File: src/design/sott_pkg.sv
// Types, codes and default sizes of the stop order trigger table.
// No dependencies.
package sott_pkg;

    localparam int DEF_TABLE_DEPTH = 16;
    localparam int DEF_PRICE_BITS  = 32;
    localparam int DEF_ID_BITS     = 32;

    typedef enum logic [1:0] {
        ACT_ADD    = 2'd0,
        ACT_REMOVE = 2'd1,
        ACT_UPDATE = 2'd2,
        ACT_CANCEL = 2'd3
    } action_t;

    typedef enum logic [1:0] {
        ST_IDLE,
        ST_ADD,
        ST_WALK,
        ST_DONE
    } state_t;

    localparam logic [2:0] KIND_ADDED     = 3'd0;
    localparam logic [2:0] KIND_FULL      = 3'd1;
    localparam logic [2:0] KIND_REMOVED   = 3'd2;
    localparam logic [2:0] KIND_NOTFOUND  = 3'd3;
    localparam logic [2:0] KIND_TRIGGERED = 3'd4;
    localparam logic [2:0] KIND_CANCELLED = 3'd5;
    localparam logic [2:0] KIND_NONE      = 3'd6;

    localparam logic [1:0] SRC_LAST  = 2'd1;
    localparam logic [1:0] SRC_INDEX = 2'd2;

endpackage

File: src/design/stop_order_trigger_table.sv
// Top level of the stop order trigger table: sequencer, entry RAM and compare unit.
// Depends on sott_pkg, sott_ram and sott_cmp.
//
// A transaction is taken when start is high and busy is low. An add, a price update while
// frozen, and a remove, price update or cancel user on an empty table keep busy high for one
// cycle; the next transaction is taken only once busy is low again. Otherwise remove, price
// update and cancel user walk the table through the single RAM read port, one entry per
// cycle, and keep busy high through state ST_WALK and then ST_DONE. Each result is shown
// for one cycle under result_valid and cannot be held off, since the receiver cannot stall;
// one transaction gives one to TABLE_DEPTH results, the final one with last_item set, in the
// first cycle after busy falls. The table needs no clearing after reset.
module stop_order_trigger_table #(
    parameter int TABLE_DEPTH = sott_pkg::DEF_TABLE_DEPTH,
    parameter int PRICE_BITS  = sott_pkg::DEF_PRICE_BITS,
    parameter int ID_BITS     = sott_pkg::DEF_ID_BITS
) (
    input  logic                  clk,
    input  logic                  rst_n,
    input  logic                  start,
    output logic                  busy,
    input  logic [1:0]            action,
    input  logic [ID_BITS-1:0]    ord_id,
    input  logic [ID_BITS-1:0]    user_id,
    input  logic                  side,
    input  logic [1:0]            trig_src,
    input  logic [PRICE_BITS-1:0] trig_price,
    input  logic [PRICE_BITS-1:0] mark_px,
    input  logic [PRICE_BITS-1:0] last_price,
    input  logic [PRICE_BITS-1:0] index_px,
    input  logic                  frozen,
    output logic                  result_valid,
    output logic [2:0]            kind,
    output logic [ID_BITS-1:0]    out_order_id,
    output logic [ID_BITS-1:0]    out_user_id,
    output logic                  out_side,
    output logic [PRICE_BITS-1:0] out_trigger_price,
    output logic                  last_item
);

    localparam int AW = $clog2(TABLE_DEPTH);
    localparam int CW = $clog2(TABLE_DEPTH + 1);
    localparam int EW = 2 * ID_BITS + PRICE_BITS + 3;
    localparam logic [CW-1:0] FULL_COUNT = CW'(TABLE_DEPTH);

    sott_pkg::state_t  state_reg, state_next;
    sott_pkg::action_t action_reg, action_next;

    logic [ID_BITS-1:0]    oid_reg, oid_next, uid_reg, uid_next;
    logic                  side_reg, side_next;
    logic [1:0]            src_reg, src_next;
    logic [PRICE_BITS-1:0] tprice_reg, tprice_next, mark_reg, mark_next;
    logic [PRICE_BITS-1:0] lastp_reg, lastp_next, index_reg, index_next;

    logic [CW-1:0] count_reg, count_next, rd_reg, rd_next, w_reg, w_next;
    logic          vld_reg, vld_next, found_reg, found_next;

    logic                  pend_vld_reg, pend_vld_next;
    logic [2:0]            pend_kind_reg, pend_kind_next;
    logic [ID_BITS-1:0]    pend_oid_reg, pend_oid_next, pend_uid_reg, pend_uid_next;
    logic                  pend_side_reg, pend_side_next;
    logic [PRICE_BITS-1:0] pend_price_reg, pend_price_next;

    logic                  res_vld_reg, res_vld_next, res_last_reg, res_last_next;
    logic [2:0]            res_kind_reg, res_kind_next;
    logic [ID_BITS-1:0]    res_oid_reg, res_oid_next, res_uid_reg, res_uid_next;
    logic                  res_side_reg, res_side_next;
    logic [PRICE_BITS-1:0] res_price_reg, res_price_next;

    logic          ram_we;
    logic [AW-1:0] ram_waddr;
    logic [EW-1:0] ram_wdata, ram_rdata;

    logic [ID_BITS-1:0]    ent_oid, ent_uid;
    logic [PRICE_BITS-1:0] ent_price;
    logic                  ent_side;
    logic [1:0]            ent_src;
    logic                  hit;
    logic [2:0]            hit_kind;

    assign {ent_oid, ent_uid, ent_price, ent_side, ent_src} = ram_rdata;

    sott_ram #(
        .WIDTH (EW),
        .DEPTH (TABLE_DEPTH)
    ) u_ram (
        .clk   (clk),
        .we    (ram_we),
        .waddr (ram_waddr),
        .wdata (ram_wdata),
        .raddr (rd_reg[AW-1:0]),
        .rdata (ram_rdata)
    );

    sott_cmp #(
        .PRICE_BITS (PRICE_BITS),
        .ID_BITS    (ID_BITS)
    ) u_cmp (
        .op          (action_reg),
        .ent_oid     (ent_oid),
        .ent_uid     (ent_uid),
        .ent_price   (ent_price),
        .ent_side    (ent_side),
        .ent_src     (ent_src),
        .cmd_oid     (oid_reg),
        .cmd_uid     (uid_reg),
        .mark_px     (mark_reg),
        .last_price  (lastp_reg),
        .index_px    (index_reg),
        .found       (found_reg),
        .hit         (hit)
    );

    always_comb
    begin
        case (action_reg)
            sott_pkg::ACT_REMOVE: hit_kind = sott_pkg::KIND_REMOVED;
            sott_pkg::ACT_UPDATE: hit_kind = sott_pkg::KIND_TRIGGERED;
            default:              hit_kind = sott_pkg::KIND_CANCELLED;
        endcase
    end

    always_comb
    begin
        state_next = state_reg;
        case (state_reg)
            sott_pkg::ST_IDLE:
            begin
                if (start)
                begin
                    if (sott_pkg::action_t'(action) == sott_pkg::ACT_ADD)
                    begin
                        state_next = sott_pkg::ST_ADD;
                    end
                    else if ((sott_pkg::action_t'(action) == sott_pkg::ACT_UPDATE && frozen)
                             || count_reg == '0)
                    begin
                        state_next = sott_pkg::ST_DONE;
                    end
                    else
                    begin
                        state_next = sott_pkg::ST_WALK;
                    end
                end
            end
            sott_pkg::ST_ADD:  state_next = sott_pkg::ST_IDLE;
            sott_pkg::ST_WALK:
            begin
                if (rd_reg == count_reg && !vld_reg)
                begin
                    state_next = sott_pkg::ST_DONE;
                end
            end
            sott_pkg::ST_DONE: state_next = sott_pkg::ST_IDLE;
            default:           state_next = sott_pkg::ST_IDLE;
        endcase
    end

    always_comb
    begin
        action_next     = action_reg;
        oid_next        = oid_reg;
        uid_next        = uid_reg;
        side_next       = side_reg;
        src_next        = src_reg;
        tprice_next     = tprice_reg;
        mark_next       = mark_reg;
        lastp_next      = lastp_reg;
        index_next      = index_reg;
        count_next      = count_reg;
        rd_next         = rd_reg;
        w_next          = w_reg;
        vld_next        = 1'b0;
        found_next      = found_reg;
        pend_vld_next   = pend_vld_reg;
        pend_kind_next  = pend_kind_reg;
        pend_oid_next   = pend_oid_reg;
        pend_uid_next   = pend_uid_reg;
        pend_side_next  = pend_side_reg;
        pend_price_next = pend_price_reg;
        res_vld_next    = 1'b0;
        res_last_next   = 1'b0;
        res_kind_next   = res_kind_reg;
        res_oid_next    = res_oid_reg;
        res_uid_next    = res_uid_reg;
        res_side_next   = res_side_reg;
        res_price_next  = res_price_reg;
        ram_we          = 1'b0;
        ram_waddr       = w_reg[AW-1:0];
        ram_wdata       = ram_rdata;

        case (state_reg)
            sott_pkg::ST_IDLE:
            begin
                if (start)
                begin
                    action_next   = sott_pkg::action_t'(action);
                    oid_next      = ord_id;
                    uid_next      = user_id;
                    side_next     = side;
                    src_next      = trig_src;
                    tprice_next   = trig_price;
                    mark_next     = mark_px;
                    lastp_next    = last_price;
                    index_next    = index_px;
                    rd_next       = '0;
                    w_next        = (sott_pkg::action_t'(action) == sott_pkg::ACT_UPDATE
                                     && frozen) ? count_reg : '0;
                    found_next    = 1'b0;
                    pend_vld_next = 1'b0;
                end
            end
            sott_pkg::ST_ADD:
            begin
                res_vld_next   = 1'b1;
                res_last_next  = 1'b1;
                res_oid_next   = oid_reg;
                res_uid_next   = uid_reg;
                res_side_next  = side_reg;
                res_price_next = tprice_reg;
                if (count_reg == FULL_COUNT)
                begin
                    res_kind_next = sott_pkg::KIND_FULL;
                end
                else
                begin
                    res_kind_next = sott_pkg::KIND_ADDED;
                    ram_we        = 1'b1;
                    ram_waddr     = count_reg[AW-1:0];
                    ram_wdata     = {oid_reg, uid_reg, tprice_reg, side_reg, src_reg};
                    count_next    = count_reg + CW'(1);
                end
            end
            sott_pkg::ST_WALK:
            begin
                if (rd_reg != count_reg)
                begin
                    rd_next  = rd_reg + CW'(1);
                    vld_next = 1'b1;
                end
                if (vld_reg)
                begin
                    if (hit)
                    begin
                        found_next = 1'b1;
                        if (pend_vld_reg)
                        begin
                            res_vld_next   = 1'b1;
                            res_kind_next  = pend_kind_reg;
                            res_oid_next   = pend_oid_reg;
                            res_uid_next   = pend_uid_reg;
                            res_side_next  = pend_side_reg;
                            res_price_next = pend_price_reg;
                        end
                        pend_vld_next   = 1'b1;
                        pend_kind_next  = hit_kind;
                        pend_oid_next   = ent_oid;
                        pend_uid_next   = ent_uid;
                        pend_side_next  = ent_side;
                        pend_price_next = ent_price;
                    end
                    else
                    begin
                        ram_we = 1'b1;
                        w_next = w_reg + CW'(1);
                    end
                end
            end
            sott_pkg::ST_DONE:
            begin
                count_next    = w_reg;
                res_vld_next  = 1'b1;
                res_last_next = 1'b1;
                if (pend_vld_reg)
                begin
                    res_kind_next  = pend_kind_reg;
                    res_oid_next   = pend_oid_reg;
                    res_uid_next   = pend_uid_reg;
                    res_side_next  = pend_side_reg;
                    res_price_next = pend_price_reg;
                end
                else
                begin
                    res_kind_next  = (action_reg == sott_pkg::ACT_REMOVE)
                                     ? sott_pkg::KIND_NOTFOUND : sott_pkg::KIND_NONE;
                    res_oid_next   = (action_reg == sott_pkg::ACT_REMOVE) ? oid_reg : '0;
                    res_uid_next   = '0;
                    res_side_next  = 1'b0;
                    res_price_next = '0;
                end
            end
            default:
            begin
            end
        endcase
    end

    always_ff @(posedge clk or negedge rst_n)
    begin
        if (!rst_n)
        begin
            state_reg    <= sott_pkg::ST_IDLE;
            count_reg    <= '0;
            rd_reg       <= '0;
            w_reg        <= '0;
            vld_reg      <= 1'b0;
            found_reg    <= 1'b0;
            pend_vld_reg <= 1'b0;
            res_vld_reg  <= 1'b0;
            res_last_reg <= 1'b0;
        end
        else
        begin
            state_reg    <= state_next;
            count_reg    <= count_next;
            rd_reg       <= rd_next;
            w_reg        <= w_next;
            vld_reg      <= vld_next;
            found_reg    <= found_next;
            pend_vld_reg <= pend_vld_next;
            res_vld_reg  <= res_vld_next;
            res_last_reg <= res_last_next;
        end
    end

    always_ff @(posedge clk)
    begin
        action_reg     <= action_next;
        oid_reg        <= oid_next;
        uid_reg        <= uid_next;
        side_reg       <= side_next;
        src_reg        <= src_next;
        tprice_reg     <= tprice_next;
        mark_reg       <= mark_next;
        lastp_reg      <= lastp_next;
        index_reg      <= index_next;
        pend_kind_reg  <= pend_kind_next;
        pend_oid_reg   <= pend_oid_next;
        pend_uid_reg   <= pend_uid_next;
        pend_side_reg  <= pend_side_next;
        pend_price_reg <= pend_price_next;
        res_kind_reg   <= res_kind_next;
        res_oid_reg    <= res_oid_next;
        res_uid_reg    <= res_uid_next;
        res_side_reg   <= res_side_next;
        res_price_reg  <= res_price_next;
    end

    assign busy              = (state_reg != sott_pkg::ST_IDLE);
    assign result_valid      = res_vld_reg;
    assign last_item         = res_last_reg;
    assign kind              = res_kind_reg;
    assign out_order_id      = res_oid_reg;
    assign out_user_id       = res_uid_reg;
    assign out_side          = res_side_reg;
    assign out_trigger_price = res_price_reg;

endmodule

File: src/design/sott_ram.sv
// Generic single write port, single read port RAM with registered read data.
// No dependencies.
module sott_ram #(
    parameter int WIDTH = 8,
    parameter int DEPTH = 16
) (
    input  logic                     clk,
    input  logic                     we,
    input  logic [$clog2(DEPTH)-1:0] waddr,
    input  logic [WIDTH-1:0]         wdata,
    input  logic [$clog2(DEPTH)-1:0] raddr,
    output logic [WIDTH-1:0]         rdata
);

    logic [WIDTH-1:0] mem_reg [DEPTH];
    logic [WIDTH-1:0] rdata_reg;

    always_ff @(posedge clk)
    begin
        if (we)
        begin
            mem_reg[waddr] <= wdata;
        end
        rdata_reg <= mem_reg[raddr];
    end

    assign rdata = rdata_reg;

endmodule

File: src/design/sott_cmp.sv
// Shared compare unit: decides whether one table entry is hit by the current command.
// Depends on sott_pkg.
module sott_cmp #(
    parameter int PRICE_BITS = sott_pkg::DEF_PRICE_BITS,
    parameter int ID_BITS    = sott_pkg::DEF_ID_BITS
) (
    input  sott_pkg::action_t      op,
    input  logic [ID_BITS-1:0]     ent_oid,
    input  logic [ID_BITS-1:0]     ent_uid,
    input  logic [PRICE_BITS-1:0]  ent_price,
    input  logic                   ent_side,
    input  logic [1:0]             ent_src,
    input  logic [ID_BITS-1:0]     cmd_oid,
    input  logic [ID_BITS-1:0]     cmd_uid,
    input  logic [PRICE_BITS-1:0]  mark_px,
    input  logic [PRICE_BITS-1:0]  last_price,
    input  logic [PRICE_BITS-1:0]  index_px,
    input  logic                   found,
    output logic                   hit
);

    logic [PRICE_BITS-1:0] sel_price;

    always_comb
    begin
        case (ent_src)
            sott_pkg::SRC_LAST:  sel_price = last_price;
            sott_pkg::SRC_INDEX: sel_price = index_px;
            default:             sel_price = mark_px;
        endcase
    end

    always_comb
    begin
        case (op)
            sott_pkg::ACT_REMOVE: hit = (ent_oid == cmd_oid) && !found;
            sott_pkg::ACT_UPDATE: hit = ent_side ? (sel_price <= ent_price)
                                                 : (sel_price >= ent_price);
            sott_pkg::ACT_CANCEL: hit = (ent_uid == cmd_uid);
            default:              hit = 1'b0;
        endcase
    end

endmodule

File: config.mk
export PLATFORM = sky130hd
export DESIGN_NAME = stop_order_trigger_table
export DESIGN_NICKNAME = d
export VERILOG_FILES = /design/src/design/sott_pkg.sv /design/src/design/stop_order_trigger_table.sv /design/src/design/sott_ram.sv /design/src/design/sott_cmp.sv
export SDC_FILE = /design/constraint.sdc
export NUM_CORES = 2
export LEC_CHECK = 0
export BUFFER_PORTS_ARGS = -buffer_cell sky130_fd_sc_hd__buf_4
export CAP_MARGIN = 20
export CORE_ASPECT_RATIO = 1.1
export CORE_MARGIN = 3
export CORE_UTILIZATION = 50
export DETAILED_ROUTE_END_ITERATION = 12
export PLACE_DENSITY = 0.67
export SLEW_MARGIN = 20
export SYNTH_ARGS = -nofsm -noshare
export SYNTH_HDL_FRONTEND = slang
export SYNTH_SLANG_ARGS = --single-unit
File: constraint.sdc
create_clock -name clk -period 13 [get_ports clk]
set_input_delay 2.6 -clock clk [delete_from_list [all_inputs] [get_ports clk]]
set_output_delay 2.6 -clock clk [all_outputs]
set_load 0.05 [all_outputs]
==> run metrics <==
placed wire-length estimate 101 mm; Crit Path Class reg2reg; post-route ant nets 0; top_reg_cell synth edfxtp_1; maximum VDD drop 179 uV; port buffer count 303; DR vias/cell 5.97; DR WL/cell 28.5 um; Synth Register Bits 2101; Ys Warns 0; total CTS buffers 202; die height 423 um; fin cells 6311; Clock Sinks 2101; global-route wire length before repair 266 mm; mapped cell area 79000 um^2; GPL Wtd Cong 0.820; Finished Core Util 0.583; Seq/Total Area, Yosys 0.785; H-tree depth 4; Residual DRC 0; slew margin rel. 0.279; Core ar. 157000 um^2; Tcrit/Tclk final 0.524; Worst Path Required 13.46 ns; max-cap check violation count 0; initial core utilization 0.505; worst slew pin tran 1.08 ns; clock share of power 0.279; endpoints failing hold 0; total congestion overflow 0; Arr. time, crit path 7.27 ns; vias in the first global route 38.6k; setup TNS 0 ns; Netlist cell types 53; Die X 385 um; Post-synth EDFFs 1981; final wirelength 180 mm; clock tree from TritonCTS yes; pwr/cell area 239 nW/um^2; Placed Instances 5924; clock latency on the worst-skew pair 0.84 ns; vias after detailed routing 37.7k; Clock Skews 0.0412 ns; num rows 152; Comb pwr share 0.259; leak pwr 29.6 nW; Power Internal 15.0 mW; Critical Path Start u_ram.rdata[0]; Sequential Power Share 0.462; hold path start u_ram.rdata[23]; GRT Total Usage 0.223; initial DRC count 3654; Die ar. 163000 um^2; max reg flops 1584; startpoint types flip-flop; Longest Clk Path Bufs 3; Final Hold Slack 0.423 ns; status complete, no violations; Post-CTS Resized 0; fin nets 4300; layout cells sized above 1 0.295; Clock Tree Root clkbuf_16; worst min path class reg2reg; f_max 147 MHz; setup violators final 0; Post-Syn Instances 3636; Slew Viols, Final 0; CTS clk-pin slew, worst paths 0.06 ns; P_sw 6.85 mW; Mapped Avg Cell Area 21.7 um^2; Worst Setup End Kind flip-flop; ys async rst share 0.0100; initial antenna violation count 4; P&R area growth vs syn 15.5%; switching share of power 0.314; total power 21.8 mW; postcts setup bufs 0; Reg-to-Reg Start u_ram.rdata[0]; hold_buf cts 0; RSZ-0062 raised after global routing false; Worst Path Max Fanout 64; pin count of the biggest net entering global routing 139; Pre-Repair DR Iteration Count 7; Ports 304; crit path time final 6.81 ns; syn_nets 3884
cell families (layout without fill, tap and decap cells):
group,count (synthesis),in the layout,share of synthesized area
XOR/XNOR,72,72,0.00798
AND/OR/NAND/NOR,410,410,0.0221
adder cells (fa/ha/maj),47,47,0.00745
other,0,1,0
buffers and inverters,235,830,0.0113
flip-flops,2101,2101,0.785
AO/OA/AOI/OAI,273,273,0.0247
multiplexers,498,498,0.142
final timing paths:
check | to | slack [ns] | cells past startpoint
setup / recovery | u_ram.mem_reg[13][34] | 6.19 | 15
max in group asynchronous | rd_reg[1] | 11.07 | 1
setup reg to reg | u_ram.mem_reg[13][34] | 6.19 | 15
min in group asynchronous | rd_reg[0] | 1.66 | 1
hold reg to reg | pend_price_reg[20] | 0.42 | 0
hold / removal | pend_price_reg[20] | 0.42 | 0
per-stage QoR:
| step | worst slack [ns] | instance area [um^2] |
|---|---|---|
| 5_1_grt | 5.85 | 91200 |
| 3_5_place_dp | 6.15 | 84100 |
| 4_1_cts | 6.12 | 91100 |
| 6_report | 6.19 | 91200 |
| 2_1_floorplan | 1.82 | 79000 |
| 3_3_place_gp | 6.29 | 84100 |
synth_stat cells, types with 3 or more instances:
cell type,instances,area share
nor3b_1,3,0.00029
nand2_1,290,0.014
nor2b_1,4,0.00032
dfxtp_1,99,0.025
inv_1,52,0.0025
nor4b_1,3,0.00033
buf_1,48,0.0023
mux4_2,495,0.14
a22o_1,98,0.011
nand2b_1,4,0.00032
nor3_1,22,0.0014
nor4_1,11,0.00087
a21o_1,4,0.00038
nand3_1,19,0.0012
nand4_1,15,0.0012
o32a_1,3,0.00038
a221o_1,3,0.00038
ha_1,47,0.0074
mux2i_1,3,0.00038
a32o_1,3,0.00038
o32ai_1,3,0.00033
clkbuf_1,134,0.0064
a22oi_1,32,0.0030
xor2_1,38,0.0042
dfrtp_1,21,0.0067
a31oi_1,9,0.00071
xnor2_1,34,0.0038
o21ai_0,81,0.0051
nor2_1,27,0.0013
edfxtp_1,1981,0.75
a21oi_1,19,0.0012
critical path: stages, from the launching register on:
cell,delay (ns)
dfxtp_1,0.34
inv_1,0.08
ha_2,0.32
buf_4,0.46
o21ai_0,0.22
ha_1,0.33
nand4_1,0.14
nor4_1,0.54
and4_1,0.37
o31a_1,0.18
nor4_1,0.09
o41a_1,0.65
or2_4,0.41
nor2_4,0.72
buf_4,0.67
buf_4,0.75
power by group through the flow:
stage	Clock [mW]	Combinational (mW)	Sequential, mW
after floorplan	0	3.09	10.7
after global placement	0	5.54	10.2
after detailed placement	0	5.66	10.2
after CTS	6.21	5.68	10.1
after global routing	6.48	6.12	10.2
final	6.10	5.65	10.1
placed cells by master, fill, tap and decap left out, types with 34 or more instances in the layout:
cell,count
edfxtp_1,1981
mux4_2,495
buf_4,386
nand2_1,289
clkbuf_16,206
dfxtp_1,99
a22o_1,98
o21ai_0,69
inv_1,52
ha_1,46
clkbuf_1,41
xor2_1,38
clkinv_2,35
xnor2_1,34
final cells by class:
cell class / count / area [um^2]
Sequential cell: 2101 / 62000
Antenna cell: 1 / 2.50
Inverter: 52 / 195
Clock buffer: 268 / 5600
Timing Repair Buffer: 395 / 3090
Tap cell: 2079 / 2600
Fill cell: 11121 / 65300
Clock inverter: 115 / 1400
Multi-Input combinational cell: 1300 / 16300
metal layers:
metal  GRT usage  vias up  share of wire
li1            -    15891              -
met1       0.340    20053           0.44
met4      0.0503        0          0.017
met5           0        -              0
met2       0.340     1530           0.47
met3      0.0386      231          0.076
(Power assumes the default switching activity.)
